--- src/hw/rtl/fdr_pkg.sv ---
// Shared types and constants for the dielectric Fresnel reflectance pipeline.
`timescale 1ns / 1ps
package fdr_pkg;

   localparam int SQRT_STEPS = 32;
   localparam int DIV_STEPS  = 17;
   localparam int DIV_W      = 50;

   localparam logic [16:0] FRAC_ONE = 17'h10000;
   localparam logic [15:0] REFL_MAX = 16'hFFFF;

   // per-item values that travel alongside the square root
   typedef struct packed {
      logic [16:0] ci;
      logic [15:0] ei;
      logic [31:0] eo2;
      logic        tir;
   } fdr_side_type;

endpackage

--- src/hw/rtl/fdr_sqrt.sv ---
// Pipelined integer square root, one result bit per stage.
`timescale 1ns / 1ps
module fdr_sqrt (
   input  logic                  clock,
   input  logic                  reset,
   input  logic                  en,
   input  logic                  in_valid,
   input  fdr_pkg::fdr_side_type in_side,
   input  logic [63:0]           rad,
   output logic                  out_valid,
   output fdr_pkg::fdr_side_type out_side,
   output logic [31:0]           root
);
   import fdr_pkg::*;

   logic         valid_ff [0:SQRT_STEPS];
   fdr_side_type side_ff  [0:SQRT_STEPS];
   logic [63:0]  x_ff     [0:SQRT_STEPS];
   logic [35:0]  rem_ff   [0:SQRT_STEPS];
   logic [31:0]  root_ff  [0:SQRT_STEPS];

   assign valid_ff[0] = in_valid;
   assign side_ff[0]  = in_side;
   assign x_ff[0]     = rad;
   assign rem_ff[0]   = 36'h0;
   assign root_ff[0]  = 32'h0;

   for (genvar i = 0; i < SQRT_STEPS; i++) begin : g_step
      logic [35:0] cur_in;
      logic [35:0] trial_in;
      logic        take_in;

      always_comb begin
         cur_in   = {rem_ff[i][33:0], x_ff[i][63:62]};
         trial_in = {2'b00, root_ff[i], 2'b01};
         take_in  = cur_in >= trial_in;
      end

      always_ff @(posedge clock) begin
         if (reset) begin
            valid_ff[i+1] <= 1'b0;
         end else if (en) begin
            valid_ff[i+1] <= valid_ff[i];
         end
      end

      always_ff @(posedge clock) begin
         if (en) begin
            side_ff[i+1] <= side_ff[i];
            x_ff[i+1]    <= {x_ff[i][61:0], 2'b00};
            rem_ff[i+1]  <= take_in ? cur_in - trial_in : cur_in;
            root_ff[i+1] <= {root_ff[i][30:0], take_in};
         end
      end
   end

   assign out_valid = valid_ff[SQRT_STEPS];
   assign out_side  = side_ff[SQRT_STEPS];
   assign root      = root_ff[SQRT_STEPS];

endmodule

--- config.mk ---
export PLATFORM = sky130hd
export DESIGN_NAME = fdr_sqrt
export DESIGN_NICKNAME = d
export VERILOG_FILES = /design/src/hw/rtl/fdr_pkg.sv /design/src/hw/rtl/fdr_sqrt.sv
export SDC_FILE = /design/constraint.sdc
export NUM_CORES = 2
export LEC_CHECK = 0
export BUFFER_PORTS_ARGS = -buffer_cell sky130_fd_sc_hd__buf_2
export CAP_MARGIN = 20
export CELL_PAD_IN_SITES_DETAIL_PLACEMENT = 0
export CELL_PAD_IN_SITES_GLOBAL_PLACEMENT = 2
export CORE_MARGIN = 2
export CORE_UTILIZATION = 47
export DETAILED_ROUTE_END_ITERATION = 8
export GPL_TIMING_DRIVEN = 1
export PLACE_DENSITY = 0.81
export SYNTH_ARGS = -nofsm -noshare
export SYNTH_HDL_FRONTEND = slang
export SYNTH_SLANG_ARGS = --single-unit
--- constraint.sdc ---
create_clock -name clock -period 4 [get_ports clock]
set_input_delay 0.2 -clock clock [delete_from_list [all_inputs] [get_ports clock]]
set_output_delay 0.2 -clock clock [all_outputs]
set_load 0.01 [all_outputs]
==> results by stage <==
Layout:
- The fill cell instance count of the final layout is 30300.
- The post-layout instance count excluding filler cells is 17900.
- The number of nets in the layout is 13000.
- Relative to the synthesized area, the layout overhead comes to 15.0%.
- Cells with a size suffix above 1 make up approximately a tenth of the layout.

Setup path:
- For this design, the slowest cell found on the critical path is sky130_fd_sc_hd__a2111oi_1.
- Together, buffers and inverters on the worst path number 1.
- The endpoint class of the critical path is a register.
- The arrival time at the worst endpoint is about 4.5 ns.
- The required time at the worst-slack endpoint is 4.67 ns.
- Walking the worst path, the cells encountered are or3_1 > or4_1 > or4_1 > nand4_1 > or3_1 > a21oi_1 > buf_4 > a2111oi_1 > xor2_1.
- The worst setup path is of the reg -> reg kind.
- The cell class contributing the biggest share of worst-path delay is simple AND/OR/NAND/NOR gates.
- The worst setup path is launched from a register.
- The critical-path maximum fanout is 17.
- The maximum cell stage delay along the critical path is 0.69 ns.

Clocking:
- CTS placed an instance of sky130_fd_sc_hd__clkbuf_16 at the clock tree root.
- The clock buffer count from CTS is 467.
- The clock passes through at most 4 buffers.
- The clock drives 4667 sinks.
- The H-tree was split into 5 levels.
- The CTS tree is built.
- The clock latency on the worst-skew pair is 1.00 ns.
- The clock transition at the register clock pins on the worst setup and hold paths after CTS is 0.06 ns.

Synth:
- The library cell with the largest summed area after synthesis is sky130_fd_sc_hd__edfxtp_1.
- For this run, asynchronously set or reset flops after synthesis account for 0%.
- The library cell with the highest instance count after synthesis is sky130_fd_sc_hd__edfxtp_1.
- The area share of the largest cell type after synthesis is between 70 and 80%.
- A synthesized cell averages 16.1 sq um.
- The netlist uses 85 different library cells.
- The cell area after synthesis is 182000 sq um.
- The number of enable-type register cells in the synthesized netlist is approximately 4600.
- The commonest cells after synthesis are 4635 x sky130_fd_sc_hd__edfxtp_1, 734 x sky130_fd_sc_hd__inv_1, 669 x sky130_fd_sc_hd__nand2_1, 562 x sky130_fd_sc_hd__ha_1, 544 x sky130_fd_sc_hd__o21ai_0.
- The Yosys warning count is 0.
- The share of the Yosys chip area taken by registers is 76.9%.
- Yosys attributes the largest share of cell area to sky130_fd_sc_hd__edfxtp_1 77%, sky130_fd_sc_hd__ha_1 3.9%, sky130_fd_sc_hd__xor2_1 2.0%.
- The number of nets in the synthesized netlist is 12000.
- The most instantiated flip-flop cell in the synthesis netlist is sky130_fd_sc_hd__edfxtp_1.
- The number of instances in the synthesized netlist is 11300.
- The number of flip-flops and latches in the synthesized netlist is roughly 4700.

Floorplanning:
- Measured along the x axis, the die boundary spans between 600 and 700 microns.
- The die area is slightly below 400000 sq um.
- The die is 626 microns tall.
- The total I/O pin count is 233.
- The region available for standard cell placement spans roughly 390000 sq um.
- The site row count is about 230.
- The starting density of the core is 47.2%.

Power and ir drop:
- The worst supply voltage drop on vdd is approximately 460 uV.
- The power per cell area is approximately 580 nW/um^2.
- The analysis attributes to cell leakage a power of 76.8 nW.
- The overall power of the completed layout is 0.121 W.

GRT:
- The aggregate global-route resource usage is 16.5%.
- The via count of the first global-routing pass is 92700.
- Entering global routing, the biggest net connects 124 pins.
- The total grt overflow is 0.
- The first global-routing pass estimated 516 mm of wire.
- The initial antenna violation count is 6.

Timing:
- The maximum clock frequency is 264 MHz.
- After layout, the minimum clock period comes to 3.79 ns.
- The number of slew-limit violations in the final report came to 0.
- The number of setup violations in the final report is 0.
- The final count of hold timing violations was 0.
- Of the available clock period, the critical path in the final layout requires 94.7%.
- Headroom to the max-slew limit came out at 28.4%.
- The slew at the pin with the worst max-slew slack is 1.07 ns.
- The clock skew is 0.0884 ns.

Place:
- The post-detailed-placement half-perimeter wirelength is 216 mm.
- The post-placement cell count is between 15000 and 20000.
- Buffers placed on the I/O ports in this run total 232.
- At the end of routability-driven placement, the weighted congestion stood at 0.860.

Route:
- Summed over all layers, the routed wires come to between 300 and 400 mm.
- After detailed routing, the number of vias per cell comes to 5.12.
- After detailed routing, the average wire length per cell comes to 18.3 microns.
- The first routing iteration left 5998 violations.
- The detail route stage leaves a number of antenna-violating nets equal to 0.
- The pre-antenna-repair detailed-routing pass consisted of 6 iterations.
- The overall via count from detail_route is 91500.
- The DRC violations left is 0.

Outcome:
- The flow ran to the end, and the final reports show no timing, DRC or antenna violations.

Hold path:
- The worst hold path belongs to the class in -> reg.

Job:
- The number of max-cap violations is 0.
[power breakdown]
| part | switching (W) | internal [W] |
|---|---|---|
| clock network | 0.0183 | 0.0250 |
| logic | 0.00913 | 0.00657 |
| registers | 0.00253 | 0.0595 |
| total | 0.0299 | 0.0910 |
[state kept, by name, indices dropped and copies added (netlist names)]
register	cells
g_step.trial_in	496
side_ff	2046
g_step.cur_in	1065
valid_ff	31
root	32
x_ff	930
out_side	66
out_valid	1
[layout by cell type, fill, tap and decap left out, types with 137 or more instances in the layout]
cell type	count
sky130_fd_sc_hd__buf_2	231
sky130_fd_sc_hd__nand3_1	137
sky130_fd_sc_hd__xor2_1	420
sky130_fd_sc_hd__xnor2_1	417
sky130_fd_sc_hd__nor2_1	531
sky130_fd_sc_hd__inv_1	734
sky130_fd_sc_hd__clkbuf_16	468
sky130_fd_sc_hd__nand2_1	669
sky130_fd_sc_hd__a21o_1	242
sky130_fd_sc_hd__edfxtp_1	4635
sky130_fd_sc_hd__dlygate4sd3_1	266
sky130_fd_sc_hd__o21ai_0	542
sky130_fd_sc_hd__a21oi_1	525
sky130_fd_sc_hd__nor3_1	192
sky130_fd_sc_hd__buf_4	203
sky130_fd_sc_hd__ha_1	562
[worst reg2reg max path, delay by kind of cell (launching register included)]
family	cells	cell delay, ns
simple gates	5	1.99
compound gates	2	0.76
flops	1	0.43
buf+inv	1	0.21
xor+xnor	1	0.13
[area by class of cell]
cell class	count	area (sq um)	area share, %
tap	5175	6470	3.10
multi-input combinational	5667	38300	18.3
clock buffer	562	12100	5.77
sequential	4667	140000	66.9
antenna	1	2.50	0.00120
clock inverter	306	3220	1.54
timing repair buffer	755	6440	3.08
inverter	737	2770	1.32
[worst paths after layout]
kind | depth (start not counted) | from | end | slack (ns)
min reg2reg | 0 | x_ff[1687] | x_ff[1625] | 0.33
min | 3 | rad[63] | g_step[1].cur_in[3] | 0.13
max | 9 | g_step[10].cur_in[14] | g_step[11].cur_in[27] | 0.21
max reg2reg | 9 | g_step[10].cur_in[14] | g_step[11].cur_in[27] | 0.21
[per-layer routing]
metal	wire length, microns	track usage (%)	up-vias	part of all wire [%]
met2	163000	28.8	1496	50
met4	10200	5.36	0	3.1
met3	10800	2.05	604	3.3
met5	0	0	-	0
li1	-	-	44500	-
met1	143000	21.5	44900	44
[through the flow]
| step | util [%] | instance area, sq um | hold slack, ns | TNS (ns) | setup WS, ns |
|---|---|---|---|---|---|
| after floorplan | - | 182000 | 0.272 | 0 | 0.376 |
| after global placement | 49.6 | 191000 | 0.377 | -0.287 | -0.0978 |
| after detailed placement | 49.6 | 191000 | 0.378 | -0.0356 | -0.0145 |
| after CTS | 54.2 | 209000 | 0.00819 | 0 | 0.0301 |
| after global routing | 54.3 | 209000 | 0.0847 | -0.00322 | -0.00322 |
| final | 54.3 | 209000 | 0.131 | 0 | 0.212 |
[cells by family after synthesis]
kind of cell / count (synthesis) / synth area share [%]
AOI/OAI and AO/OA: 1828 / 6.17
other: 1 / 0.00206
xor gates and xnor gates: 837 / 4.03
and+or+nand+nor: 2332 / 6.31
buffers and inverters: 967 / 2.14
muxes: 107 / 0.633
adders and majority gates: 562 / 3.87
DFF: 4667 / 76.9
[timing repair]
action,CTS,global route
endpoints found under the hold margin,281,0
hold buffers,266,0
endpoints found under the setup margin,5,74
buffers inserted,0,0
gates resized for setup,1,18
Note: power is estimated with default switching activity, not from simulation.
